File: src/rtl/core/gic_pkg.sv
// gic_pkg: shared widths, register indexes and control types of the
// gamepad input conditioner; no dependencies
package gic_pkg;

  localparam int SAMPLE_W   = 12;
  localparam int TIME_W     = 48;
  localparam int SHIFT_W    = 4;
  localparam int DZ_W       = 7;
  localparam int DEB_W      = 20;
  localparam int LONG_W     = 24;
  localparam int CFG_W      = 24;
  localparam int CFG_IDX_W  = 3;
  localparam int AXES       = 4;
  localparam int CHANNELS   = 5;
  localparam int MAX_BTN    = 8;
  localparam int AXIS_OUT_W = 8;

  localparam logic [SAMPLE_W-1:0] SAMPLE_MAX = {SAMPLE_W{1'b1}};
  localparam int PCT_FULL  = 100;
  localparam int MV_FULL   = 3300;

  // axis divider: dividend is diff*100 + span/2, quotient never above 100
  localparam int AX_NUM_W  = SAMPLE_W + 7;
  localparam int AX_Q_W    = 7;
  // battery scaling: raw*3300 divided by full scale 2^12-1 as
  // (x + (x >> 12) + 1) >> 12, exact for quotients below 4096
  localparam int BAT_NUM_W = SAMPLE_W + 12;
  localparam int BAT_Q_W   = SAMPLE_W;

  // configuration register indexes
  typedef enum logic [CFG_IDX_W-1:0] {
    REG_FILTER_SHIFT   = 3'd0,
    REG_DEAD_ZONE      = 3'd1,
    REG_CENTER_LX      = 3'd2,
    REG_CENTER_LY      = 3'd3,
    REG_CENTER_RX      = 3'd4,
    REG_CENTER_RY      = 3'd5,
    REG_DEBOUNCE_TIME  = 3'd6,
    REG_LONG_TIME      = 3'd7
  } cfg_reg_t;

  // per-button flags reported by a debounce lane
  typedef struct packed {
    logic pressed;
    logic press_edge;
    logic release_edge;
    logic long_press;
  } btn_flags_t;

endpackage

File: src/rtl/core/gic_filter.sv
// gic_filter: one exponential filter lane for a converter sample
// depends on gic_pkg
module gic_filter (
  input  logic                          clk,
  input  logic                          rst_n,
  input  logic                          load,
  input  logic [gic_pkg::SHIFT_W-1:0]   shift,
  input  logic [gic_pkg::SAMPLE_W-1:0]  sample,
  output logic [gic_pkg::SAMPLE_W-1:0]  value
);
  import gic_pkg::*;

  localparam int WW = SAMPLE_W + (1 << SHIFT_W) + 2;

  logic [SAMPLE_W-1:0]  value_r, value_nxt;
  logic signed [WW-1:0] diff, bias, stepped;

  // step toward the sample, truncated toward zero
  always_comb begin
    diff    = $signed({{(WW-SAMPLE_W){1'b0}}, sample}) -
              $signed({{(WW-SAMPLE_W){1'b0}}, value_r});
    bias    = diff[WW-1] ? $signed((({{(WW-1){1'b0}}, 1'b1}) << shift) -
              {{(WW-1){1'b0}}, 1'b1}) : '0;
    stepped = (diff + bias) >>> shift;
    if (value_r == '0) begin
      value_nxt = sample;
    end else begin
      value_nxt = value_r + stepped[SAMPLE_W-1:0];
    end
  end

  always_ff @(posedge clk) begin
    if (!rst_n) begin
      value_r <= '0;
    end else if (load) begin
      value_r <= value_nxt;
    end
  end

  assign value = value_r;

endmodule

File: config.mk
export PLATFORM = sky130hd
export DESIGN_NAME = gic_filter
export DESIGN_NICKNAME = d
export VERILOG_FILES = /design/src/rtl/core/gic_pkg.sv /design/src/rtl/core/gic_filter.sv
export SDC_FILE = /design/constraint.sdc
export NUM_CORES = 1
export LEC_CHECK = 0
export BUFFER_PORTS_ARGS = -buffer_cell sky130_fd_sc_hd__buf_2
export CORE_MARGIN = 3
export CORE_UTILIZATION = 45
export DETAILED_ROUTE_END_ITERATION = 8
export GPL_TIMING_DRIVEN = 0
export PLACE_DENSITY_LB_ADDON = 0.12
export SLEW_MARGIN = 20
export SYNTH_ARGS = -nofsm -noshare
export SYNTH_HDL_FRONTEND = slang
export SYNTH_SLANG_ARGS = --single-unit
File: constraint.sdc
create_clock -name clk -period 10.1 [get_ports clk]
set_clock_uncertainty 0.2 [all_clocks]
set_input_delay 1.01 -clock clk [delete_from_list [all_inputs] [get_ports clk]]
set_output_delay 1.01 -clock clk [all_outputs]
set_load 0.05 [all_outputs]
==> results_dict.tcl <==
set metrics [dict create \
    rows 29 \
    slew_headroom_pct 62.7 \
    min_from "value[5]$_SDFFE_PN0P_" \
    routed_wl_mm 8.16 \
    clk_pin_slew_worst_paths_ns 0.05 \
    worstPathRequired_ns 10.04 \
    multi_input_area_um2 2560 \
    synth.avg_cell_area_um2 7.15 \
    setup_viol 0 \
    syn_area_um2 3000 \
    fin_crit_ns 8.36 \
    ios 31 \
    gp_congestion 0.940 \
    overflow 0 \
    start_util_pct 46.8 \
    yosysSeqAreaShare_pct 8.00 \
    seq_area_um2 240 \
    clock_sinks 12 \
    grt_pass1_wl_mm 14.0 \
    r2r-end "value[11]$_SDFFE_PN0P_" \
    slew_viol_final 0 \
    die_w_um 87.7 \
    grt_pass1_vias 2960 \
    maxCapViolations 0 \
    cts-root-buf "clkbuf_8" \
    async_reset_ff_share_pct 0 \
    ys_warn_count 0 \
    diodes 0 \
    grt_usage_pct 22.3 \
    cts_resized 0 \
    crit_top_cell "a21o_1" \
    critPathSlowestCell "a2111o_1" \
    initialDrtViolationCount 170 \
    synth-seq-cells 12 \
    wire_per_inst_um 15.4 \
    ant_nets 0 \
    min_to "value[5]$_SDFFE_PN0P_" \
    criticalPathCategory "in -> reg" \
    worstMarginPinSlew_ns 0.559 \
    hpwl_mm 6.82 \
    fillers 652 \
    clockBufferDepth 2 \
    setup.worst_path.start "sample[0]" \
    critical_path_arrival_ns 8.30 \
    reg2reg_from "value[0]$_SDFFE_PN0P_" \
    endpoint_kind "flop" \
    fmax_mhz 120 \
    syn-instance-count 420 \
    cts_tree "yes" \
    grt_max_degree 11 \
    hold_class "reg -> reg" \
    hold_path_depth 2 \
    ys_types 65 \
    final_cell_mix "45 x nor2_1, 43 x nand2_1, 37 x ha_1, 28 x buf_2" \
    fp.dieH_um 87.7 \
    finalCritPeriodShare_pct 82.8 \
    synth_ff_type "dfxtp_1" \
    vias 3044 \
    post_cts_buffers 0 \
    clk_latency_ns 0.25 \
    rrSetupSlack_ns 2.17 \
    antenna_found_initial 0 \
    synth_edf_count 0 \
    max_stage_delay_ns 0.43 \
    syn_nets 479 \
    dieArea_um2 7690 \
    hold_viol_final 0 \
    viasPerCell 5.77 \
    cts_hold_buffers 0 \
    first_pass_iters 4 \
    rsz0062_at_grt "false" \
    final_common_cell "nor2_1" \
    area_growth_syn_to_layout_pct 9.54 \
    finalInstanceArea_um2 3290 \
    largest_reg_flops 12 \
    fin_nets 511 \
    drc_errors 0 \
    fin_tns_setup_ns 0 \
    r2r_cells 35 \
    core_um2 6420 \
    cts_buffers 3 \
    startpoint_type "primary input" \
    status "finished, final reports clean" \
    drive_gt1_share_pct 10.9 \
    dpl_cell_area_um2 3230 \
    htree_levels 1 \
    path_max_fanout 10 \
    port_buffers 27 \
]
-- routing by layer --
layer	part of all wire, %	GRT usage (%)
met5	0	0
met4	2.0	7.67
met3	3.1	1.32
met2	47	36.0
met1	48	31.5
-- synth_stat cells, types with 3 or more instances --
cell | count | area share (%)
nor2b_1 | 9 | 1.9
a31oi_1 | 7 | 1.5
xor2_1 | 10 | 2.9
a21oi_1 | 27 | 4.5
xnor2_1 | 20 | 5.8
o21ai_1 | 9 | 1.5
nor3_1 | 8 | 1.3
nand2_1 | 43 | 5.4
clkbuf_1 | 17 | 2.1
a211o_1 | 4 | 1.2
ha_1 | 37 | 15
nor4_1 | 3 | 0.63
o211ai_1 | 3 | 0.75
o21bai_1 | 4 | 1.0
mux2i_1 | 21 | 7.0
a311oi_1 | 6 | 1.7
fa_1 | 3 | 2.0
dfxtp_1 | 12 | 8.0
inv_1 | 27 | 3.4
nand2b_1 | 5 | 1.0
a21o_1 | 10 | 2.5
o21a_1 | 5 | 1.3
a211oi_1 | 10 | 2.5
nand3_1 | 5 | 0.83
nor2_1 | 45 | 5.6
and3_1 | 4 | 0.83
o21ai_0 | 19 | 3.2
-- stage by stage --
stage / util [%] / setup slack, ns / hold WS [ns] / instances
after floorplan: - / 2.70 / 0.535 / 420
after global placement: 50.4 / 1.56 / 0.337 / 524
after detailed placement: 50.4 / 1.51 / 0.348 / 524
after CTS: 51.2 / 1.76 / 0.350 / 528
after global routing: 51.2 / 1.10 / 0.378 / 528
final: 51.2 / 1.74 / 0.346 / 528
-- worst max-delay path: cells and delay by family --
| kind | cells | cell delay, ns |
|---|---|---|
| AO/OA/AOI/OAI | 20 | 4.14 |
| adder cells (fa/ha/maj) | 5 | 1.42 |
| buffers and inverters | 5 | 0.53 |
| AND/OR/NAND/NOR | 4 | 0.53 |
| multiplexers | 2 | 0.41 |
| XOR/XNOR | 1 | 0.22 |
-- cell families (layout without fill, tap and decap cells) --
family,after synthesis,in the layout,synth area share (%)
and+or+nand+nor,132,132,20.2
AOI/OAI and AO/OA,131,131,30.1
buffers and inverters,50,81,6.79
adders and majority gates,40,40,17.4
xor gates and xnor gates,30,30,8.75
muxes,25,25,8.71
DFF,12,12,8.00
-- cell type report --
| cell class | instances | area share (%) |
|---|---|---|
| Buffer | 21 | 2.89 |
| Sequential cell | 12 | 7.30 |
| Clock buffer | 4 | 1.67 |
| Multi-Input combinational cell | 358 | 77.8 |
| Timing Repair Buffer | 27 | 4.11 |
| Inverter | 29 | 3.31 |
| Tap cell | 77 | 2.93 |
-- worst max path at each step --
stage                                  end  slack (ns)  cells past startpoint
finish              value[11]$_SDFFE_PN0P_        1.74                     37
global route        value[11]$_SDFFE_PN0P_        1.10                     37
CTS                 value[11]$_SDFFE_PN0P_        1.76                     37
detailed placement  value[11]$_SDFFE_PN0P_        1.51                     37
global placement    value[11]$_SDFFE_PN0P_        1.56                     37
floorplan           value[11]$_SDFFE_PN0P_        2.70                     36
Power is left out: the tool's default activity adds up to more than one toggle a clock period on the data nets, which glitch-free logic cannot reach.
