--- src/rtl/core/gic_pkg.sv ---
// gic_pkg: shared widths, register indexes and control types of the
// gamepad input conditioner; no dependencies
package gic_pkg;

  localparam int SAMPLE_W   = 12;
  localparam int TIME_W     = 48;
  localparam int SHIFT_W    = 4;
  localparam int DZ_W       = 7;
  localparam int DEB_W      = 20;
  localparam int LONG_W     = 24;
  localparam int CFG_W      = 24;
  localparam int CFG_IDX_W  = 3;
  localparam int AXES       = 4;
  localparam int CHANNELS   = 5;
  localparam int MAX_BTN    = 8;
  localparam int AXIS_OUT_W = 8;

  localparam logic [SAMPLE_W-1:0] SAMPLE_MAX = {SAMPLE_W{1'b1}};
  localparam int PCT_FULL  = 100;
  localparam int MV_FULL   = 3300;

  // axis divider: dividend is diff*100 + span/2, quotient never above 100
  localparam int AX_NUM_W  = SAMPLE_W + 7;
  localparam int AX_Q_W    = 7;
  // battery scaling: raw*3300 divided by full scale 2^12-1 as
  // (x + (x >> 12) + 1) >> 12, exact for quotients below 4096
  localparam int BAT_NUM_W = SAMPLE_W + 12;
  localparam int BAT_Q_W   = SAMPLE_W;

  // configuration register indexes
  typedef enum logic [CFG_IDX_W-1:0] {
    REG_FILTER_SHIFT   = 3'd0,
    REG_DEAD_ZONE      = 3'd1,
    REG_CENTER_LX      = 3'd2,
    REG_CENTER_LY      = 3'd3,
    REG_CENTER_RX      = 3'd4,
    REG_CENTER_RY      = 3'd5,
    REG_DEBOUNCE_TIME  = 3'd6,
    REG_LONG_TIME      = 3'd7
  } cfg_reg_t;

  // per-button flags reported by a debounce lane
  typedef struct packed {
    logic pressed;
    logic press_edge;
    logic release_edge;
    logic long_press;
  } btn_flags_t;

endpackage

--- src/rtl/core/gic_btn.sv ---
// gic_btn: one button debounce lane with edge and long-press detection
// depends on gic_pkg
module gic_btn (
  input  logic                        clk,
  input  logic                        rst_n,
  input  logic                        load,
  input  logic [gic_pkg::TIME_W-1:0]  now_us,
  input  logic                        level,
  input  logic [gic_pkg::DEB_W-1:0]   debounce_time,
  input  logic [gic_pkg::LONG_W-1:0]  long_press_time,
  output gic_pkg::btn_flags_t         flags
);
  import gic_pkg::*;

  logic              sampled_r, sampled_nxt;
  logic              stable_r, stable_nxt;
  logic [TIME_W-1:0] change_r, change_nxt;
  logic [TIME_W-1:0] start_r, start_nxt;
  btn_flags_t        flags_r, flags_nxt;
  logic [TIME_W-1:0] since_change, since_press;
  logic              settled;

  // debounce by elapsed time, then edge and hold checks
  always_comb begin
    sampled_nxt  = sampled_r;
    change_nxt   = change_r;
    stable_nxt   = stable_r;
    start_nxt    = start_r;
    flags_nxt    = '0;
    since_change = now_us - change_r;
    if (level != sampled_r) begin
      sampled_nxt  = level;
      change_nxt   = now_us;
      since_change = '0;
    end
    settled = since_change >= {{(TIME_W-DEB_W){1'b0}}, debounce_time};
    if (stable_r != sampled_nxt && settled) begin
      stable_nxt = sampled_nxt;
      if (!sampled_nxt) begin
        flags_nxt.press_edge = 1'b1;
        start_nxt = now_us;
      end else begin
        flags_nxt.release_edge = 1'b1;
        start_nxt = '0;
      end
    end
    since_press = now_us - start_nxt;
    if (!stable_nxt) begin
      flags_nxt.pressed    = 1'b1;
      flags_nxt.long_press = since_press >= {{(TIME_W-LONG_W){1'b0}}, long_press_time};
    end
  end

  always_ff @(posedge clk) begin
    if (!rst_n) begin
      sampled_r <= 1'b1;
      stable_r  <= 1'b1;
      change_r  <= '0;
      start_r   <= '0;
      flags_r   <= '0;
    end else if (load) begin
      sampled_r <= sampled_nxt;
      stable_r  <= stable_nxt;
      change_r  <= change_nxt;
      start_r   <= start_nxt;
      flags_r   <= flags_nxt;
    end
  end

  assign flags = flags_r;

endmodule

--- config.mk ---
export PLATFORM = sky130hd
export DESIGN_NAME = gic_btn
export DESIGN_NICKNAME = d
export VERILOG_FILES = /design/src/rtl/core/gic_pkg.sv /design/src/rtl/core/gic_btn.sv
export SDC_FILE = /design/constraint.sdc
export NUM_CORES = 1
export LEC_CHECK = 0
export ABC_AREA = 1
export BUFFER_PORTS_ARGS = -buffer_cell sky130_fd_sc_hd__buf_2
export CORE_MARGIN = 2
export CORE_UTILIZATION = 27
export CTS_CLUSTER_SIZE = 12
export DETAILED_ROUTE_END_ITERATION = 7
export HOLD_SLACK_MARGIN = 0.02
export PLACE_DENSITY_LB_ADDON = 0.05
export SYNTH_ARGS = -nofsm -noshare
export SYNTH_HDL_FRONTEND = slang
export SYNTH_SLANG_ARGS = --single-unit
--- constraint.sdc ---
create_clock -name clk -period 7.9 [get_ports clk]
set_clock_uncertainty 0.1 [all_clocks]
set_input_delay 1.58 -clock clk [delete_from_list [all_inputs] [get_ports clk]]
set_output_delay 1.58 -clock clk [all_outputs]
set_load 0.1 [all_outputs]
==> flow_summary.ini, run 1 <==
[status]
status = finished, violations left
violations = DRC

[cells_and_area]
nets = 2871
final_cells = 3244
insertedDiodeCount = 0
finalInstanceArea_um2 = 17400
finalCoreUtilization_pct = 37.2
final_common_cell = inv_1
fillers = 5315
syn2layout_area_growth_pct = 35.7
layout_common_cells = inv_1, nand2_1, buf_4, a21oi_1, nor2_1
drive_above_1_share_pct = 24.1

[floorplanning]
initial_core_util_pct = 27.4
fp.coreArea_um2 = 46700
fp.dieH_um = 222
ios = 100
fp-row-count = 79
dieArea_um2 = 49100
die-width_um = 222

[sta]
finalCriticalPeriod_ns = 7.61
maxSlewViolCount = 0
slew-limit-headroom_pct = 35.4
max_freq_ghz = 0.131
finalCritPeriodShare_pct = 96.4
grt_setup_unrepaired = yes
hold_viol = 0
final-setup-viol-count = 0
worst_pin_slew_ns = 0.969

[global_route]
grt_antenna_before_repair = 1
overflow = 0
grt_pass1_vias = 14100
grt_pass1_wl_mm = 75.5
grt_use_total_pct = 19.5
grt_start_max_net_pins = 102

[synthesis]
synth_top_family_by_area = simple AND/OR/NAND/NOR gates
ys_dominant_reg_cell = dfxtp_1
synth-compound-area-share_pct = 21.9
synth_mux_area_share_pct = 0
synth.distinct_cells = 43
syn-cell-area_um2 = 12800
synth_xor_area_share_pct = 3.22
avgSynthCellArea_um2 = 5.77
synthTopCellsByArea = dfxtp_1, inv_1, nand2_1, ha_1, a21oi_1
yosys.area_share.simple_pct = 27.0
synth_top_area_share_pct = 16.0
syn_nets = 2456
ys_async_sr_fraction_pct = 0
ys_seq_elements = 102
yosysSeqAreaShare_pct = 16.0
syn_inst = 2217
synth_edf_count = 0
yosysTopAreaCell = dfxtp_1
synth_fa_ha_area_share_pct = 14.1
yosysWarnings = 0

[power_and_ir_drop]
powerDensity_nw_per_um2 = 160
peakVddDrop_mv = 0.0813
p_leak_nw = 9.31
total_power_mw = 2.77

[flow_run]
maxCapViolations = 0

[clocking]
cts_hold_buf = 0
cts_root_buf = clkbuf_16
cts_buffers = 9
cts.clk_slew.worst_paths_ns = 0.08
insertion_delay_ns = 0.37
clk_path_buf_depth = 2
cts_tree = done
clkSinkCount = 102
htree_levels = 3

[placed_design]
io_buffers = 99
dp_hpwl_mm = 41.5
placedCellCount = 3219
placed_cell_area_um2 = 16400
gp_congestion = 0.907

[critical_path]
endpoint_kind = register
arrival_ns = 7.75
slowest_delay_ns = 0.33
cpMostUsedCell = nand2_1
cp-start-kind = input port
crit_type = input port to register
worst_path_max_delay_cell = ha_1
crit_path_max_fanout = 17
required_ns = 8.03

[route]
drc = 2
drt_iter0_drc = 858
wl_per_cell_um = 14.9
dr.pass1.iters = 7
vias_per_cell = 4.41
vias = 14300
ant_nets = 0
wl_mm = 48.3

[min_path]
hold_path_class = register to register
per-stage QoR:
step | TNS, ns | hold slack [ns] | setup slack [ns]
2_1_floorplan | 0 | 0.333 | 0.213
3_3_place_gp | -0.495 | 0.353 | -0.495
3_5_place_dp | -0.571 | 0.358 | -0.571
4_1_cts | 0 | 0.368 | 0.00725
5_1_grt | -0.268 | 0.392 | -0.268
6_report | 0 | 0.365 | 0.285
kinds of logic (layout without fill, tap and decap cells):
family / Yosys count / count (layout)
flip-flops: 102 / 102
AND/OR/NAND/NOR: 835 / 835
AO/OA/AOI/OAI: 496 / 496
buffers and inverters: 594 / 1014
adder cells (fa/ha/maj): 143 / 143
XOR/XNOR: 47 / 47
repair_timing:
action	4_1_cts	5_1_grt
resized for setup	28	106
setup endpoints to repair	1	1
pin swaps	6	35
buffers inserted	0	9
final timing paths:
path	from	end	depth (start not counted)	slack (ns)
hold / removal	change_r[10]	change_r[10]	2	0.37
setup reg to reg	change_r[3]	flags[0]	47	1.26
hold reg to reg	change_r[10]	change_r[10]	2	0.37
setup / recovery	now_us[2]	flags[0]	47	0.29
Yosys cell counts (2+ instances only):
master,n
nand3b_1,14
dfxtp_1,102
a21oi_1,224
ha_1,141
nand2_2,10
xor2_1,31
buf_6,4
clkinv_1,5
buf_1,3
o22ai_2,20
buf_4,3
a31oi_1,18
nor3_2,2
a21o_1,9
xnor2_1,16
o21ai_0,140
nor2_1,167
o21ai_1,24
a21boi_0,2
nand2_1,513
o21bai_1,20
o22ai_1,25
fa_1,2
inv_2,19
o21a_1,4
nand3_1,65
inv_1,526
and2_1,4
buf_2,3
nor4_1,4
and3_1,2
nand4_1,19
nor2_2,12
nor3_1,19
or2_2,2
a211oi_1,6
clkbuf_1,31
cell type report:
cell class	instances	area, µm²	share of cell area [%]
Multi-Input combinational cell	1521	9050	52.2
Timing Repair Buffer	448	3150	18.2
Inverter	550	2070	11.9
Tap cell	607	759	4.38
Clock inverter	6	46.3	0.267
Clock buffer	10	229	1.32
Sequential cell	102	2040	11.8
flip-flops by register name, indices dropped and copies added (netlist names):
signal and count:
start_r 48, sampled_r 1, change_r 48, flags 4, stable_r 1
worst max-delay path: cells and delay by family:
kind | cells | cell delay, ns
fa+ha+maj | 4 | 1.17
xor+xnor | 1 | 0.15
compound gates | 11 | 1.86
buf+inv | 5 | 0.58
simple gates | 26 | 2.35
power breakdown:
part	total (mW)	switching, mW	internal, mW
clock	0.431	0.214	0.216
combinational	1.76	0.993	0.770
sequential	0.575	0.0167	0.558
total	2.77	1.22	1.54
per-layer routing:
metal  global-route usage (%)  part of all wire [%]
met4                     3.97                   1.4
met5                        0                     0
met3                     1.21                   2.1
met2                     31.9                    44
met1                     28.0                    52
No activity file was read; power rests on OpenSTA's default activity.
==> run 2: changes to the inputs <==
Settings changed: ABC_AREA 1 to not set, SLEW_MARGIN set to 20.
==> flow_summary.ini, run 2 <==
[synthesis]
syn-cell-area_um2 = 11500
syn_nets = 1810
synth.distinct_cells = 83
syn_inst = 1571
avgSynthCellArea_um2 = 7.34
ys_dominant_reg_cell = dfxtp_1
synthTopCellsByArea = dfxtp_1, ha_1, nand2_1, a21oi_1, a22o_1
yosysMostFrequentCell = nand2_1
synth_top_area_share_pct = 17.7
ys_seq_elements = 102
ys_async_sr_fraction_pct = 0
yosysWarnings = 0
synth_edf_count = 0
yosysSeqAreaShare_pct = 17.7
yosysTopAreaCell = dfxtp_1
synth_common_cells = nand2_1, ha_1, a21oi_1, inv_1, dfxtp_1

[critical_path]
required_ns = 8.05
crit_type = input port to register
ff2ff_setup_slack_ns = -1.57
cp-start-kind = input port
slowest_delay_ns = 0.49
crit_buf_inv = 4
worst_r2r_endpoint = flags[0]
critPathCapture = flags[0]
endpoint_kind = register
crit_path_max_fanout = 4
worst_path_max_delay_cell = or4b_4
startpoint = now_us[0]
arrival_ns = 10.65
crit_family = simple AND/OR/NAND/NOR gates
r2r_start = change_r[1]
cp_num_cells = 45
reg2reg_depth = 44

[floorplanning]
ios = 100
initial_core_util_pct = 27.4
fp.dieH_um = 211
fp-row-count = 75
fp.coreArea_um2 = 42000
dieArea_um2 = 44400
die-width_um = 211

[sta]
finalCritPeriodShare_pct = 133
hold_viol = 0
final-setup-viol-count = 1
slew-limit-headroom_pct = 32.9
max_freq_ghz = 0.0952
worst_pin_slew_ns = 1.01
maxSlewViolCount = 0
tns_ns = -2.60
grt_setup_unrepaired = yes
timing.final.ws_setup_ns = -2.60
finalCriticalPeriod_ns = 10.50

[cells_and_area]
layout_common_cells = buf_4, nand2_1, ha_1, a21oi_1, inv_1
syn2layout_area_growth_pct = 43.2
final_cells = 2639
drive_above_1_share_pct = 31.5
final_common_cell = buf_4
fillers = 4521
nets = 2334
insertedDiodeCount = 0

[route]
ant_nets = 0
wl_mm = 44.9
dr.pass1.iters = 5
wl_per_cell_um = 17.0
vias = 13100
vias_per_cell = 4.95
drc = 0
drt_iter0_drc = 729

[placed_design]
io_buffers = 99
placedCellCount = 2618
post-place-ws_ns = -3.03
gp_congestion = 0.885
dp_hpwl_mm = 38.3

[clocking]
htree_levels = 3
clkSinkCount = 102
clk_path_buf_depth = 2
cts_root_buf = clkbuf_16
insertion_delay_ns = 0.37
cts.clk_slew.worst_paths_ns = 0.07
cts_buffers = 9
cts_tree = done
cts_hold_buf = 0

[global_route]
overflow = 0
grt_use_total_pct = 20.2
grt_start_max_net_pins = 58
grt_antenna_before_repair = 1
grt_util_met1_pct = 30.0
grt_pass1_vias = 12800
busiest_layer = met2
grt_pass1_wl_mm = 70.6
use_met3_pct = 2.07
grt_util_met2_pct = 31.0

[min_path]
hold_path_class = register to register
min_path_cells = 2
holdCritStartpoint = change_r[24]

[power_and_ir_drop]
combPwrFrac_pct = 61.4
powerDensity_nw_per_um2 = 157
p_clk_share_pct = 16.9
p_sw_share_pct = 40.6
power.internal_mw = 1.54
peakVddDrop_mv = 0.0965
p_leak_nw = 7.46
p_switching_mw = 1.06
seqPwrFrac_pct = 21.7

[status]
violations = setup timing
status = finished, violations left

[flow_run]
maxCapViolations = 0
-- run 2: changes by cell type after synthesis, sizes merged, moves of 40 or more --
cell	delta
o21ai	-82
a22o	+50
nand3	-40
nand2	-318
nor2	-81
inv	-431
a22oi	+49
a21oi	-98
a21boi	+49
-- run 2: per-layer routing --
metal / wire length, µm / vias to the layer above
met1: 23600 / 5985
met4: 884 / 0
met5: 0 / -
met3: 1480 / 40
li1: - / 6827
met2: 18900 / 213
-- run 2: worst min path at each step --
stage / to
after floorplan: start_r[0]
after global placement: change_r[27]
after detailed placement: change_r[22]
after CTS: change_r[22]
after global routing: change_r[17]
final: change_r[24]
-- run 2: power by group through the flow --
| stage | clock network [mW] | registers, mW | logic (mW) |
|---|---|---|---|
| 3_5_place_dp | 0 | 0.575 | 1.58 |
| 3_3_place_gp | 0 | 0.574 | 1.58 |
| 5_1_grt | 0.478 | 0.567 | 1.77 |
| 6_report | 0.440 | 0.563 | 1.59 |
| 4_1_cts | 0.454 | 0.563 | 1.60 |
| 2_1_floorplan | 0 | 0.581 | 0.835 |
-- run 2: metrics by stage --
step	utilization (%)	hold WS, ns	area [µm²]	total power [mW]
global route	39.3	0.381	16500	2.81
CTS	39.1	0.368	16500	2.61
finish	39.3	0.362	16500	2.60
global placement	38.4	0.352	16100	2.16
floorplan	-	0.343	11600	1.42
detailed placement	38.4	0.357	16100	2.16
-- run 2: worst register-to-register path: cells and delay by family, from the launching register on --
| family | cells | cell delay (ns) |
|---|---|---|
| simple gates | 15 | 3.71 |
| xor+xnor | 2 | 0.22 |
| fa+ha+maj | 5 | 1.44 |
| compound gates | 19 | 3.23 |
| flops | 1 | 0.33 |
| buf+inv | 3 | 0.31 |
-- run 2: final cells by class --
| cell class | instances | area (µm²) | area share [%] |
|---|---|---|---|
| flip-flops and latches | 102 | 2040 | 12.4 |
| well taps | 539 | 674 | 4.09 |
| clock buffers | 10 | 229 | 1.39 |
| clock inverters | 6 | 48.8 | 0.296 |
| multi-input cells | 1274 | 8820 | 53.4 |
| inverters | 114 | 428 | 2.59 |
| repair buffers | 594 | 4270 | 25.8 |
-- run 2: what timing repair did --
item,CTS,global route
gates resized for setup,6,5
setup endpoints to repair,1,1
pin swaps,2,3
setup buffers,2,2
gates cloned,0,0
-- run 2: cells by family after synthesis --
logic type,synth area share (%)
XOR/XNOR,4.03
AO/OA/AOI/OAI,33.3
multiplexers,1.10
adder cells (fa/ha/maj),15.7
flip-flops,17.7
buffers and inverters,6.90
AND/OR/NAND/NOR,21.3
==> run 3: changes to the inputs <==
==> constraint.sdc (replaced) <==
create_clock -name clk -period 7.9 [get_ports clk]
set_clock_uncertainty 0.1 [all_clocks]
set_input_delay 1.185 -clock clk [delete_from_list [all_inputs] [get_ports clk]]
set_output_delay 1.185 -clock clk [all_outputs]
set_load 0.1 [all_outputs]
==> flow_summary.ini, run 3 (synthesis gave the netlist of run 2 again) <==
[status]
status = finished, violations left
violations = setup timing

[critical_path]
required_ns = 8.05
slowest_delay_ns = 0.55
crit_type = input port to register
worst_path_max_delay_cell = or4_4
endpoint_kind = register
arrival_ns = 10.16
crit_family = simple AND/OR/NAND/NOR gates
crit_path_max_fanout = 4
crit_buf_inv = 5
cp-start-kind = input port

[sta]
final-setup-viol-count = 1
tns_ns = -2.11
grt_setup_unrepaired = yes
worst_pin_slew_ns = 1.03
slew-limit-headroom_pct = 31.4
hold_viol = 0
max_freq_ghz = 0.0999
holdWs_ns = 0.364
maxSlewViolCount = 0
finalCriticalPeriod_ns = 10.01
finalCritPeriodShare_pct = 127
timing.final.ws_setup_ns = -2.11

[floorplanning]
fp.dieH_um = 211
die-width_um = 211
fp.coreArea_um2 = 42000
fp-row-count = 75
dieArea_um2 = 44400
ios = 100
initial_core_util_pct = 27.4

[flow_run]
maxCapViolations = 0

[clocking]
clk_path_buf_depth = 2
cts_buffers = 9
clkSinkCount = 102
cts_tree = done
cts.clk_slew.worst_paths_ns = 0.07
cts_root_buf = clkbuf_16
insertion_delay_ns = 0.37
htree_levels = 3

[power_and_ir_drop]
powerDensity_nw_per_um2 = 161
peakVddDrop_mv = 0.0829
p_leak_nw = 7.55
total_power_mw = 2.70

[cells_and_area]
nets = 2342
syn2layout_area_growth_pct = 45.6
insertedDiodeCount = 0
final_common_cell = buf_4
layout_common_cells = buf_4, nand2_1, ha_1, a21oi_1, inv_1
drive_above_1_share_pct = 33.3
finalInstanceArea_um2 = 16800
fillers = 4497

[route]
vias = 13100
wl_per_cell_um = 17.2
wl_mm = 45.4
ant_nets = 0
dr.pass1.iters = 4
vias_per_cell = 4.95
drc = 0
drt_iter0_drc = 632

[min_path]
hold_path_class = register to register

[global_route]
grt_pass1_wl_mm = 71.8
grt_antenna_before_repair = 1
overflow = 0
grt_use_total_pct = 20.4
grt_pass1_vias = 13000
grt_start_max_net_pins = 58

[placed_design]
post-place-ws_ns = -2.66
placed_cell_area_um2 = 16100
dp_hpwl_mm = 38.4
gp_congestion = 0.886
io_buffers = 99
## run 3: routing by layer
| layer | share of wire (%) | vias to the layer above | global-route usage (%) | wire (µm) |
|---|---|---|---|---|
| met5 | 0 | - | 0 | 0 |
| met4 | 1.2 | 0 | 3.79 | 561 |
| met3 | 1.7 | 29 | 1.52 | 790 |
| met2 | 43 | 128 | 32.0 | 19700 |
| met1 | 54 | 6120 | 30.6 | 24400 |
| li1 | - | 6836 | - | - |
## run 3: tightest hold or removal path: stages, from the launching register on
cell      delay, ns
dfxtp_1        0.31
nand2_1        0.04
a21boi_0       0.06
## run 3: repair_timing
| item | 4_1_cts | 5_1_grt |
|---|---|---|
| pin swaps | 7 | 53 |
| resized for setup | 11 | 47 |
| hold buffers | 0 | 0 |
| setup endpoints to repair | 1 | 1 |
| buffers inserted | 4 | 9 |
## run 3: final cells by class
| type | instances | area [µm²] | share of cell area [%] |
|---|---|---|---|
| tap | 539 | 674 | 4.02 |
| multi-input combinational | 1274 | 9010 | 53.7 |
| inverter | 114 | 430 | 2.56 |
| clock buffer | 11 | 233 | 1.39 |
| timing repair buffer | 602 | 4320 | 25.7 |
| sequential | 102 | 2040 | 12.2 |
| clock inverter | 5 | 83.8 | 0.499 |
## run 3: where the power goes
part	leakage [nW]	switching (mW)	total (mW)	internal, mW
clock network	0.146	0.218	0.497	0.279
registers	0.832	0.0181	0.564	0.546
logic	6.57	0.834	1.64	0.805
## run 3: path summary, 6_finish.rpt
path / startpoint / cells past startpoint / slack (ns) / endpoint
hold / removal: change_r[15] / 2 / 0.36 / change_r[15]
setup reg to reg: change_r[10] / 44 / -1.56 / flags[0]
setup / recovery: now_us[0] / 48 / -2.11 / flags[0]
hold reg to reg: change_r[15] / 2 / 0.36 / change_r[15]
## run 3: through the flow
stage          util (%)  cells
2_1_floorplan         -   1571
3_3_place_gp       38.3   2617
3_5_place_dp       38.3   2617
4_1_cts            39.2   2637
5_1_grt            39.9   2647
6_report           39.9   2647
