==> config.mk <==
export PLATFORM = sky130hd
export DESIGN_NAME = gic_axis
export DESIGN_NICKNAME = d
export VERILOG_FILES = /design/src/rtl/core/gic_pkg.sv /design/src/rtl/core/gic_div.sv /design/src/rtl/core/gic_axis.sv
export SDC_FILE = /design/constraint.sdc
export NUM_CORES = 1
export LEC_CHECK = 0
export BUFFER_PORTS_ARGS = -buffer_cell sky130_fd_sc_hd__buf_2
export CORE_ASPECT_RATIO = 0.6
export CORE_UTILIZATION = 43
export CTS_BUF_LIST = sky130_fd_sc_hd__clkbuf_2 sky130_fd_sc_hd__clkbuf_4 sky130_fd_sc_hd__clkbuf_8
export DETAILED_ROUTE_END_ITERATION = 6
export SLEW_MARGIN = 0
export SYNTH_ARGS = -nofsm -noshare
export SYNTH_HDL_FRONTEND = slang
export SYNTH_SLANG_ARGS = --single-unit
==> constraint.sdc <==
create_clock -name clk -period 10 [get_ports clk]
set_input_delay 0 -clock clk [delete_from_list [all_inputs] [get_ports clk]]
set_output_delay 0 -clock clk [all_outputs]
set_load 0.01 [all_outputs]
==> src/rtl/core/gic_pkg.sv <==
// gic_pkg: shared widths, register indexes and control types of the
// gamepad input conditioner; no dependencies
package gic_pkg;

  localparam int SAMPLE_W   = 12;
  localparam int TIME_W     = 48;
  localparam int SHIFT_W    = 4;
  localparam int DZ_W       = 7;
  localparam int DEB_W      = 20;
  localparam int LONG_W     = 24;
  localparam int CFG_W      = 24;
  localparam int CFG_IDX_W  = 3;
  localparam int AXES       = 4;
  localparam int CHANNELS   = 5;
  localparam int MAX_BTN    = 8;
  localparam int AXIS_OUT_W = 8;

  localparam logic [SAMPLE_W-1:0] SAMPLE_MAX = {SAMPLE_W{1'b1}};
  localparam int PCT_FULL  = 100;
  localparam int MV_FULL   = 3300;

  // axis divider: dividend is diff*100 + span/2, quotient never above 100
  localparam int AX_NUM_W  = SAMPLE_W + 7;
  localparam int AX_Q_W    = 7;
  // battery scaling: raw*3300 divided by full scale 2^12-1 as
  // (x + (x >> 12) + 1) >> 12, exact for quotients below 4096
  localparam int BAT_NUM_W = SAMPLE_W + 12;
  localparam int BAT_Q_W   = SAMPLE_W;

  // configuration register indexes
  typedef enum logic [CFG_IDX_W-1:0] {
    REG_FILTER_SHIFT   = 3'd0,
    REG_DEAD_ZONE      = 3'd1,
    REG_CENTER_LX      = 3'd2,
    REG_CENTER_LY      = 3'd3,
    REG_CENTER_RX      = 3'd4,
    REG_CENTER_RY      = 3'd5,
    REG_DEBOUNCE_TIME  = 3'd6,
    REG_LONG_TIME      = 3'd7
  } cfg_reg_t;

  // per-button flags reported by a debounce lane
  typedef struct packed {
    logic pressed;
    logic press_edge;
    logic release_edge;
    logic long_press;
  } btn_flags_t;

endpackage

==> src/rtl/core/gic_div.sv <==
// gic_div: restoring divider, one quotient bit per cycle
// depends on nothing; quotient must fit in Q_W bits
module gic_div #(
  parameter int NUM_W = 19,
  parameter int DEN_W = 12,
  parameter int Q_W   = 7
) (
  input  logic             clk,
  input  logic             rst_n,
  input  logic             start,
  input  logic [NUM_W-1:0] num,
  input  logic [DEN_W-1:0] den,
  output logic             done,
  output logic [Q_W-1:0]   quot
);

  localparam int CNT_W = $clog2(Q_W + 1);

  logic [DEN_W-1:0] rem_r, rem_nxt;
  logic [DEN_W-1:0] den_r;
  logic [Q_W-1:0]   shf_r, shf_nxt;
  logic [CNT_W-1:0] cnt_r;
  logic             done_r;
  logic [DEN_W:0]   trial;
  logic             fits;

  // one compare and subtract per cycle
  always_comb begin
    trial   = {rem_r, shf_r[Q_W-1]};
    fits    = trial >= {1'b0, den_r};
    rem_nxt = fits ? DEN_W'(trial - {1'b0, den_r}) : trial[DEN_W-1:0];
    shf_nxt = {shf_r[Q_W-2:0], fits};
  end

  always_ff @(posedge clk) begin
    if (!rst_n) begin
      cnt_r  <= '0;
      done_r <= 1'b0;
    end else if (start) begin
      cnt_r  <= CNT_W'(Q_W);
      done_r <= 1'b0;
    end else if (cnt_r != '0) begin
      cnt_r  <= cnt_r - 1'b1;
      done_r <= (cnt_r == CNT_W'(1));
    end
  end

  always_ff @(posedge clk) begin
    if (start) begin
      rem_r <= num[NUM_W-1:Q_W];
      shf_r <= num[Q_W-1:0];
      den_r <= den;
    end else if (cnt_r != '0) begin
      rem_r <= rem_nxt;
      shf_r <= shf_nxt;
    end
  end

  assign done = done_r;
  assign quot = shf_r;

endmodule

==> src/rtl/core/gic_axis.sv <==
// gic_axis: one stick axis lane, scales around center with rounding,
// clamps and applies the dead zone; depends on gic_pkg and gic_div
module gic_axis (
  input  logic                            clk,
  input  logic                            rst_n,
  input  logic                            start,
  input  logic [gic_pkg::SAMPLE_W-1:0]    raw,
  input  logic [gic_pkg::SAMPLE_W-1:0]    center,
  input  logic [gic_pkg::DZ_W-1:0]        dead_zone,
  output logic                            done,
  output logic signed [gic_pkg::AXIS_OUT_W-1:0] value
);
  import gic_pkg::*;

  logic                neg_r;
  logic                upper;
  logic [SAMPLE_W-1:0] span, delta;
  logic [AX_NUM_W-1:0] num;
  logic [AX_Q_W-1:0]   quot, mag;

  // span and rounded dividend for the side of center the sample is on
  always_comb begin
    upper = raw >= center;
    if (upper) begin
      span  = (center < SAMPLE_MAX) ? SAMPLE_MAX - center : SAMPLE_W'(1);
      delta = raw - center;
    end else begin
      span  = (center != '0) ? center : SAMPLE_W'(1);
      delta = center - raw;
    end
    num = AX_NUM_W'(delta) * AX_NUM_W'(PCT_FULL) + AX_NUM_W'(span >> 1);
  end

  always_ff @(posedge clk) begin
    if (start) begin
      neg_r <= !upper;
    end
  end

  gic_div #(
    .NUM_W (AX_NUM_W),
    .DEN_W (SAMPLE_W),
    .Q_W   (AX_Q_W)
  ) u_div (
    .clk   (clk),
    .rst_n (rst_n),
    .start (start),
    .num   (num),
    .den   (span),
    .done  (done),
    .quot  (quot)
  );

  // clamp and dead zone
  always_comb begin
    mag = (quot > AX_Q_W'(PCT_FULL)) ? AX_Q_W'(PCT_FULL) : quot;
    if (mag <= dead_zone) begin
      value = '0;
    end else if (neg_r) begin
      value = -$signed({1'b0, mag});
    end else begin
      value = $signed({1'b0, mag});
    end
  end

endmodule

==> summary.md, run 1 <==
| Metric | Value |
|---|---|
| R2R setup slack | `6.95 ns` |
| Synth area leaders | `ha_1 (22%), edfxtp_1 (18%), xnor2_1 (8.0%)` |
| Seq. cell area | `0.001041 mm²` |
| Port Buf Inserts | `42` |
| Die X | `146.4 µm` |
| CP bufs+invs | `6` |
| Final hold violation count | `0` |
| Min-delay src | `center[0]` |
| Reg2Reg Capture Point | `u_div.rem_r[9]` |
| Die height | `88.66 µm` |
| Met1 usage | `0.3156` |
| CTS tree | `yes` |
| Final ANT Viol Nets | `0` |
| Setup TNS | `0 ns` |
| CTS sink count | `36` |
| Simple-gate portion of the synthesized area | `0.1367` |
| Grt met3 use | `0.03247` |
| Max Slew Vio Count | `0` |
| CORE AREA | `0.01214 mm²` |
| Max Cap Viol | `0` |
| Clk_skew | `0.01150 ns` |
| Met2 usage | `0.2857` |
| First-pass GRT wire length | `20.27 mm` |
| CP endpoint kind | `flop` |
| Gr usage total | `0.1990` |
| Pre-CTS setup slack | `3.387 ns` |
| Slew headroom | `0.2246` |
| GR Overflow Total | `0` |
| Io pins | `43` |
| RSZ-0062 raised after global routing | `no` |
| Post-Synth XOR/XNOR Area | `0.1042` |
| Final WS setup | `3.663 ns` |
| Crit path DAT | `6.38 ns` |
| Vias in the first global route | `4049` |
| Final min period | `6.337 ns` |
| Main synth FF type | `edfxtp_1` |
| Final Setup Violations | `0` |
| Fill cells | `1206` |
| Main combinational cell family by area after synthesis | `adder cells` |
| H-Tree Depth | `2` |
| Asr flop ratio synth | `0` |
| Top delay family on crit path | `adder cells` |
| Seq/Total Area, Yosys | `0.1934` |
| Yosys top cell area share | `0.2209` |
| Syn. warnings | `0` |
| Count of cell types in the netlist | `59` |
| Clock latency on the worst-skew pair | `0.31 ns` |
| Post-synth EDFFs | `32` |
| Avg Synthesized Cell Area | `8.488 µm²` |
| Multi-input gate area | `0.003913 mm²` |
| Worst reg2reg path depth | `10` |
| Yosys reg bits | `36` |
| Via Count | `4379` |
| Most frequent cell on the critical path | `ha_1` |
| CP Launch Type | `input port` |
| Antenna violations before repair | `0` |
| Share of cells above drive strength 1 | `0.1172` |
| Most numerous cell in the Yosys netlist | `ha_1` |
| Hold Path Class | `in2reg` |
| Rows | `31` |
| CTS Buf Count | `5` |
| Diode count | `0` |
| Fmax | `157.8 MHz` |
| Post-synth top cells | `ha_1 (95), inv_1 (93), nor2_1 (50)` |
| # DRC | `0` |
| Fin crit share | `0.6337` |
| Routed WL | `12.53 mm` |
| PostCTS Resize Cnt | `0` |
| Vias per cell | `5.219` |
| Critical path required time | `10.04 ns` |
| Pin slew with the least headroom to its limit | `1.159 ns` |
| Synthesized Nets | `774` |
| Status | `finished clean` |
| Gp weighted congestion | `0.8726` |
| Area growth syn-to-layout | `9.091%` |
| Cells after synthesis | `634` |
| Largest net degree at the start of global routing | `49` |
| Critical path peak fanout | `18` |
| Post-synthesis compound-gate area fraction | `0.1879` |
| DRT Pass-1 Iters | `4` |
| DRT iter0 DRCs | `196` |
| Crit path largest cell delay | `0.49 ns` |
| Initial Utilization | `0.4433` |
| Critical path class | `in2reg` |
| Clk slew on worst S/H paths | `0.09 ns` |
| Slowest CP cell | `fa_1` |
| Mapped cell area | `0.005381 mm²` |
| Reg-to-Reg Start | `u_div.quot[6]` |
| Hold Path End | `u_div.den_r[0]` |
| Final HPWL DP | `10.54 mm` |
| Bufs on Longest Clock Path | `2` |
| Multiplexer share of the synthesized area | `0.03534` |
| Hold Path Depth | `2` |
| Busiest grt layer | `met1` |
| Fin nets | `813` |
| Die Area | `0.01298 mm²` |
| Dominant cell type by area after synthesis | `ha_1` |
| CTS Root Cell | `clkbuf_8` |
| Wire length per cell after detailed routing | `14.94 µm` |
| Post-synthesis adder-cell area fraction | `0.2618` |
==> sequential cells by signal, summed over array words and instances, names as in the netlist <==
register,count
u_div.den_r,12
u_div.rem_r,12
u_div.quot,7
u_div.cnt_r,3
neg_r,1
u_div.done,1
==> metal layers <==
| metal | wire length [µm] | vias up |
|---|---|---|
| li1 | - | 2275 |
| met1 | 6972 | 2007 |
| met2 | 4895 | 97 |
| met3 | 665 | 0 |
| met4 | 0 | 0 |
| met5 | 0 | - |
==> worst max-delay path by stage <==
stage / from / endpoint / slack, ns / depth (start not counted)
after CTS: raw[0] / u_div.rem_r[10] / 3.69 / 31
after global routing: raw[0] / u_div.rem_r[10] / 3.25 / 31
after floorplan: raw[0] / u_div.rem_r[9] / 4.44 / 31
after detailed placement: raw[0] / u_div.rem_r[9] / 3.39 / 31
after global placement: raw[0] / u_div.rem_r[10] / 3.67 / 30
final: raw[0] / u_div.rem_r[10] / 3.66 / 31
==> through the flow <==
step,cell area [µm²],instances,utilization,hold slack (ns)
2_1_floorplan,5381,634,-,0.1125
3_3_place_gp,5746,830,0.4733,0.2581
3_5_place_dp,5746,830,0.4733,0.2587
4_1_cts,5871,839,0.4836,0.1175
5_1_grt,5871,839,0.4836,0.1068
6_report,5871,839,0.4836,0.1073
==> what timing repair did <==
action,in CTS,in global routing
endpoints found under the hold margin,4,0
buffers inserted,0,0
hold buffers,1,0
==> final cells by class <==
class	count	share of cell area
Inverter	96	0.06138
Sequential cell	36	0.1773
Clock buffer	5	0.01172
Clock inverter	3	0.007886
Multi-Input combinational cell	489	0.6665
Tap cell	165	0.03517
Timing Repair Buffer	45	0.04007
==> cell usage in the layout (no fill, tap or decap), types with 3 or more instances in the layout <==
| master | netlist | layout |
|---|---|---|
| ha_1 | 95 | 95 |
| inv_1 | 93 | 93 |
| nor2_1 | 50 | 50 |
| xnor2_1 | 49 | 49 |
| a21oi_1 | 48 | 48 |
| buf_2 | 2 | 42 |
| edfxtp_1 | 32 | 32 |
| nand2_1 | 26 | 26 |
| o21ai_1 | 21 | 21 |
| a21o_1 | 15 | 15 |
| xor2_1 | 15 | 15 |
| nor2b_1 | 13 | 13 |
| o21ai_0 | 12 | 12 |
| nand2b_1 | 11 | 11 |
| fa_1 | 11 | 11 |
| o21a_1 | 10 | 10 |
| mux2i_1 | 10 | 10 |
| nor3_1 | 9 | 9 |
| mux2_2 | 8 | 8 |
| o21bai_1 | 7 | 7 |
| nand3_1 | 7 | 7 |
| or3_1 | 7 | 7 |
| nand4_1 | 6 | 6 |
| a21oi_2 | 5 | 5 |
| o211ai_1 | 5 | 5 |
| and2_1 | 5 | 5 |
| a211oi_1 | 5 | 5 |
| clkbuf_8 | 0 | 5 |
| dfxtp_1 | 4 | 4 |
| inv_2 | 3 | 3 |
| a311oi_1 | 3 | 3 |
| a31oi_1 | 4 | 3 |
==> logic make-up after synthesis <==
group,Yosys count
DFF,36
AOI/OAI and AO/OA,155
xor gates and xnor gates,64
buffers and inverters,109
muxes,18
adders and majority gates,106
and+or+nand+nor,146
Power of run 1 is not shown: default switching activity piles up to over one toggle a cycle in this logic, so the estimate is an artifact.
==> inputs of run 2 (changes only) <==
--- a/config.mk
+++ b/config.mk
@@ -5,6 +5,7 @@
 export SDC_FILE = /design/constraint.sdc
 export NUM_CORES = 1
 export LEC_CHECK = 0
+export ABC_AREA = 1
 export BUFFER_PORTS_ARGS = -buffer_cell sky130_fd_sc_hd__buf_2
 export CORE_ASPECT_RATIO = 0.6
 export CORE_UTILIZATION = 43
==> constraint.sdc (replaced) <==
create_clock -name clk -period 6.5 [get_ports clk]
set_input_delay 0 -clock clk [delete_from_list [all_inputs] [get_ports clk]]
set_output_delay 0 -clock clk [all_outputs]
set_load 0.01 [all_outputs]
==> run 2 against run 1 <==
  * Utilization shrank 0.43 points
  * Clock skew is essentially flat
  * Critical path depth grew 1
  * Global-route usage grew 1.5 points
  * Critical path type unchanged
==> summary.md, run 2 <==
| Metric | Value |
|---|---|
| Diode count | `0 (unchanged)` |
| Critical path class | `in2reg (unchanged)` |
| Gr usage total | `0.2144 (was 0.1990)` |
| Synth area leaders | `ha_1 (20%), edfxtp_1 (16%), nand2_1 (14%) (was ha_1 (22%), edfxtp_1 (18%), xnor2_1 (8.0%))` |
| Slowest CP cell | `fa_1 (unchanged)` |
| RSZ-0062 raised after global routing | `no (unchanged)` |
| Die X | `152.4 µm (was 146.4 µm)` |
| Most frequent cells in the layout | `nand2_1 (210), inv_1 (152), ha_1 (95) (was ha_1 (95), inv_1 (93), nor2_1 (50))` |
| Mapped cell area | `0.005836 mm² (was 0.005381 mm²)` |
| Io pins | `43 (unchanged)` |
| Bufs on Longest Clock Path | `2 (unchanged)` |
| Clk_skew | `0.01140 ns (was 0.01150 ns)` |
| CP endpoint kind | `flop (unchanged)` |
| H-Tree Depth | `2 (unchanged)` |
| Yosys top cell area share | `0.2037 (was 0.2209)` |
| Crit path DAT | `5.47 ns (was 6.38 ns)` |
| GR Overflow Total | `0 (unchanged)` |
| Setup TNS | `0 ns (unchanged)` |
| Vias per cell | `4.974 (was 5.219)` |
| Fin nets | `1013 (was 813)` |
| Asr flop ratio synth | `0 (unchanged)` |
| Die height | `92.24 µm (was 88.66 µm)` |
| CP Launch Type | `input port (unchanged)` |
| Main synth FF type | `edfxtp_1 (unchanged)` |
| CORE AREA | `0.01305 mm² (was 0.01214 mm²)` |
| Critical path peak fanout | `25 (was 18)` |
| Largest net degree at the start of global routing | `40 (was 49)` |
| Max Slew Vio Count | `0 (unchanged)` |
| Clk slew on worst S/H paths | `0.08 ns (was 0.09 ns)` |
| Worst reg2reg path depth | `12 (was 10)` |
| Post-synth EDFFs | `32 (unchanged)` |
| Critical path required time | `6.56 ns (was 10.04 ns)` |
| Synthesized Nets | `977 (was 774)` |
| Via Count | `5193 (was 4379)` |
| # DRC | `0 (unchanged)` |
| Final ANT Viol Nets | `0 (unchanged)` |
| Commonest non-fill, non-tap cell in the layout | `nand2_1 (was ha_1)` |
| Most numerous cell in the Yosys netlist | `nand2_1 (was ha_1)` |
| Rows | `32 (was 31)` |
| Status | `finished clean (unchanged)` |
| CTS Buf Count | `5 (unchanged)` |
| Dominant cell type by area after synthesis | `ha_1 (unchanged)` |
| Fmax | `185.0 MHz` |
| Fin crit share | `0.8317` |
| Final min period | `5.406 ns` |
| Final hold violation count | `0 (unchanged)` |
| Yosys reg bits | `36 (unchanged)` |
| PostCTS Resize Cnt | `0 (unchanged)` |
| Hold Path Depth | `2 (unchanged)` |
| Final Setup Violations | `0 (unchanged)` |
| Antenna violations before repair | `0 (unchanged)` |
| Final HPWL DP | `12.08 mm (was 10.54 mm)` |
| CTS tree | `yes (unchanged)` |
| Avg Synthesized Cell Area | `6.972 µm² (was 8.488 µm²)` |
| CTS Root Cell | `clkbuf_8 (unchanged)` |
| Vias in the first global route | `4632 (was 4049)` |
| Cells after synthesis | `837 (was 634)` |
| Max Cap Viol | `0 (unchanged)` |
| Postcts setup bufs | `0 (unchanged)` |
| Die Area | `0.01406 mm² (was 0.01298 mm²)` |
| Most frequent cell on the critical path | `nand2_1 (was ha_1)` |
| Hold Path Class | `in2reg (unchanged)` |
| Syn. warnings | `0 (unchanged)` |
| Count of cell types in the netlist | `55 (was 59)` |
| DRT Pass-1 Iters | `5 (was 4)` |
| Area growth syn-to-layout | `7.204% (was 9.091%)` |
| CTS sink count | `36 (unchanged)` |
| Pin slew with the least headroom to its limit | `0.9826 ns (was 1.159 ns)` |
| Share of cells above drive strength 1 | `0.1030 (was 0.1172)` |
| DRT iter0 DRCs | `350 (was 196)` |
| First-pass GRT wire length | `23.78 mm (was 20.27 mm)` |
| Port Buf Inserts | `42 (unchanged)` |
| Routed WL | `14.23 mm (was 12.53 mm)` |
| Wire length per cell after detailed routing | `13.63 µm (was 14.94 µm)` |
| Crit path largest cell delay | `0.49 ns (about the same)` |
| Gp weighted congestion | `0.9369 (was 0.8726)` |
| Initial Utilization | `0.4471 (was 0.4433)` |
| Seq/Total Area, Yosys | `0.1784 (was 0.1934)` |
| Slew headroom | `0.3429 (was 0.2246)` |
| Hold_buf cts | `1 (unchanged)` |
| Post-synth top cells | `nand2_1 (210), inv_1 (152), ha_1 (95) (was ha_1 (95), inv_1 (93), nor2_1 (50))` |
| Clock latency on the worst-skew pair | `0.31 ns (about the same)` |
[run 2: area by class of cell]
cell class / instances / area (µm²)
Inverter: 163 / 615.6
Tap cell: 170 / 212.7
Clock buffer: 5 / 68.82
Clock inverter: 3 / 18.77
Sequential cell: 36 / 1041
Timing Repair Buffer: 43 / 220.2
Multi-Input combinational cell: 624 / 4079
Fill cell: 1341 / 6797
[run 2: path summary, 6_finish.rpt]
| path | from | end | slack (ns) |
|---|---|---|---|
| max reg2reg | u_div.quot[6] | u_div.rem_r[10] | 4.07 |
| max | raw[0] | u_div.rem_r[11] | 1.09 |
| min reg2reg | u_div.cnt_r[1] | u_div.cnt_r[1] | 0.47 |
| min | center[5] | u_div.den_r[5] | 0.12 |
[run 2: cell families after synthesis]
logic type                 Yosys count  synth area share
and+or+nand+nor                    354            0.2695
buffers and inverters              177            0.1226
AOI/OAI and AO/OA                  120            0.1220
adders and majority gates          106            0.2414
xor gates and xnor gates            44           0.06604
DFF                                 36            0.1784
[run 2: metal layers]
metal  vias to the layer above  part of all wire  track usage
li1                       2770                 -            -
met2                       128              0.34       0.2734
met4                         0            0.0032      0.02381
met3                         4             0.068      0.04348
met1                      2291              0.59       0.3574
met5                         -                 0            0
[run 2: worst max-delay path, delay by kind of cell]
kind / cells / cell delay (ns)
XOR/XNOR: 2 / 0.50
AND/OR/NAND/NOR: 15 / 1.67
AO/OA/AOI/OAI: 2 / 0.35
adder cells (fa/ha/maj): 7 / 2.32
buffers and inverters: 6 / 0.60
[run 2: stage by stage]
step	hold slack [ns]	utilization	worst slack (ns)	std cells	instance area (µm²)
2_1_floorplan	0.1125	-	1.790	837	5836
5_1_grt	0.1052	0.4793	0.6526	1044	6256
4_1_cts	0.09622	0.4793	1.130	1044	6256
3_3_place_gp	0.2859	0.4718	0.9459	1035	6158
6_report	0.1164	0.4793	1.094	1044	6256
3_5_place_dp	0.2958	0.4718	0.8119	1035	6158
Power of run 2 is left out for the same reason.
==> inputs of run 3 (changes only) <==
==> constraint.sdc (replaced) <==
create_clock -name clk -period 4.5 [get_ports clk]
set_input_delay 0 -clock clk [delete_from_list [all_inputs] [get_ports clk]]
set_output_delay 0 -clock clk [all_outputs]
set_load 0.01 [all_outputs]
==> run 3 against run 2 <==
  * The run now ends with negative setup slack left
  * Register-to-register slack worse by 2.0 ns
  * Critical path depth is 1 lower
  * Sequential cell count stayed put
  * Sequential share of layout area is 2.9 points lower
  * Non-clock buffer count is 128 higher
  * Critical path type unchanged
  * Critical endpoint is now u_div.rem_r[8]
==> summary.md, run 3 (same netlist as run 2, synthesis figures left out) <==
| Metric | Value |
|---|---|
| Clk_skew | `0.01041 ns (was 0.01140 ns)` |
| Pin slew with the least headroom to its limit | `0.9544 ns (was 0.9826 ns)` |
| DRT iter0 DRCs | `406 (was 350)` |
| Fin crit share | `1.028` |
| CP endpoint kind | `flop (unchanged)` |
| Wire length per cell after detailed routing | `12.99 µm (was 13.63 µm)` |
| CTS sink count | `36 (unchanged)` |
| Gp weighted congestion | `0.9340 (was 0.9369)` |
| Critical path class | `in2reg (unchanged)` |
| Largest net degree at the start of global routing | `40 (unchanged)` |
| Routed WL | `15.23 mm (was 14.23 mm)` |
| Initial Utilization | `0.4471 (unchanged)` |
| Final WS setup | `-0.1247 ns (was 1.094 ns)` |
| Slew headroom | `0.3618 (was 0.3429)` |
| Status | `complete, but fails checks (was finished clean)` |
| Fin util | `0.5807 (was 0.4793)` |
| Final ANT Viol Nets | `0 (unchanged)` |
| Final min period | `4.625 ns` |
| Clock latency on the worst-skew pair | `0.30 ns (was 0.31 ns)` |
| Share of cells above drive strength 1 | `0.2705 (was 0.1030)` |
| Die Area | `0.01406 mm² (unchanged)` |
| Die X | `152.4 µm (unchanged)` |
| Multi-input gate area | `0.004382 mm² (was 0.004079 mm²)` |
| CP Launch Type | `input port (unchanged)` |
| CTS Root Cell | `clkbuf_8 (unchanged)` |
| Final Setup Violations | `7 (was 0)` |
| Commonest non-fill, non-tap cell in the layout | `nand2_1 (unchanged)` |
| Slowest CP cell | `fa_1 (unchanged)` |
| Via Count | `5744 (was 5193)` |
| Critical path peak fanout | `6 (was 25)` |
| Crit path largest cell delay | `0.54 ns (was 0.49 ns)` |
| Die height | `92.24 µm (unchanged)` |
| GR Overflow Total | `0 (unchanged)` |
| Post-Layout Cell Count | `1172 (was 1044)` |
| CORE AREA | `0.01305 mm² (unchanged)` |
| H-Tree Depth | `2 (unchanged)` |
| # DRC | `0 (unchanged)` |
| Critical path required time | `4.55 ns (was 6.56 ns)` |
| Antenna violations before repair | `0 (unchanged)` |
| Crit path DAT | `4.67 ns (was 5.47 ns)` |
| CTS Buf Count | `5 (unchanged)` |
| Violated checks | `negative setup slack` |
| Seq. cell area | `0.001041 mm² (unchanged)` |
| First-pass GRT wire length | `25.23 mm (was 23.78 mm)` |
| RSZ-0062 raised after global routing | `yes (was no)` |
| Area growth syn-to-layout | `29.89% (was 7.204%)` |
| Gr usage total | `0.2260 (was 0.2144)` |
| Fmax | `216.2 MHz` |
| Placed cell count | `1147 (was 1035)` |
| Max Cap Viol | `0 (unchanged)` |
| Port Buf Inserts | `42 (unchanged)` |
| Hold Path Class | `in2reg (unchanged)` |
| DRT Pass-1 Iters | `5 (unchanged)` |
| Vias per cell | `4.901 (was 4.974)` |
| Bufs on Longest Clock Path | `2 (unchanged)` |
| CTS tree | `yes (unchanged)` |
| Fin nets | `1141 (was 1013)` |
| Max Slew Vio Count | `0 (unchanged)` |
| Rows | `32 (unchanged)` |
| Final hold violation count | `0 (unchanged)` |
| Diode count | `0 (unchanged)` |
| Clk slew on worst S/H paths | `0.08 ns (about the same)` |
| Most frequent cells in the layout | `nand2_1 (201), inv_1 (143), buf_4 (126) (was nand2_1 (210), inv_1 (152), ha_1 (95))` |
| Fill cells | `1227 (was 1341)` |
| Vias in the first global route | `5235 (was 4632)` |
| Io pins | `43 (unchanged)` |
| Final HPWL DP | `12.72 mm (was 12.08 mm)` |
-- run 3: worst paths after layout --
kind | start | endpoint | slack [ns] | depth (start not counted)
setup / recovery | raw[11] | u_div.rem_r[8] | -0.12 | 31
hold / removal | center[3] | u_div.den_r[3] | 0.17 | 3
setup reg to reg | u_div.quot[6] | u_div.rem_r[10] | 2.08 | 12
hold reg to reg | u_div.cnt_r[1] | u_div.cnt_r[1] | 0.47 | 2
-- run 3: routing by layer --
| layer | vias up | share of wire | global-route usage |
|---|---|---|---|
| met1 | 2584 | 0.57 | 0.3712 |
| met5 | - | 0 | 0 |
| met4 | 0 | 0 | 0.01616 |
| li1 | 3028 | - | - |
| met2 | 132 | 0.36 | 0.3003 |
| met3 | 0 | 0.064 | 0.04490 |
-- run 3: worst max-delay path: cells and delay by family --
kind	cells	cell delay (ns)
AO/OA/AOI/OAI	2	0.20
XOR/XNOR	2	0.28
adder cells (fa/ha/maj)	6	2.06
buffers and inverters	7	0.43
AND/OR/NAND/NOR	14	1.68
-- run 3: cell type report --
cell class                 count  share of cell area
clock buffer                   5            0.009079
timing repair buffer         171              0.1590
clock inverter                 3            0.005612
sequential                    36              0.1373
inverter                     163             0.08287
tap                          170             0.02806
multi-input combinational    624              0.5781
-- run 3: per-stage QoR --
| stage | cell area (µm²) | worst slack (ns) | setup TNS, ns | hold WS [ns] |
|---|---|---|---|---|
| after floorplan | 5918 | 0.001908 | 0 | 0.1125 |
| after global placement | 7078 | -0.3859 | -2.709 | 0.2856 |
| after detailed placement | 7078 | -0.5345 | -4.077 | 0.2890 |
| after CTS | 7293 | 0.001917 | 0 | 0.1665 |
| after global routing | 7580 | -0.4046 | -3.157 | 0.1689 |
| final | 7580 | -0.1247 | -0.6197 | 0.1720 |
-- run 3: repair_timing --
item	4_1_cts	5_1_grt
endpoints found under the hold margin	3	0
gates resized for setup	9	49
endpoints found under the setup margin	8	10
buffers inserted	5	11
pin swaps	12	43
hold buffers	1	0
Power of run 3 is left out for the same reason.
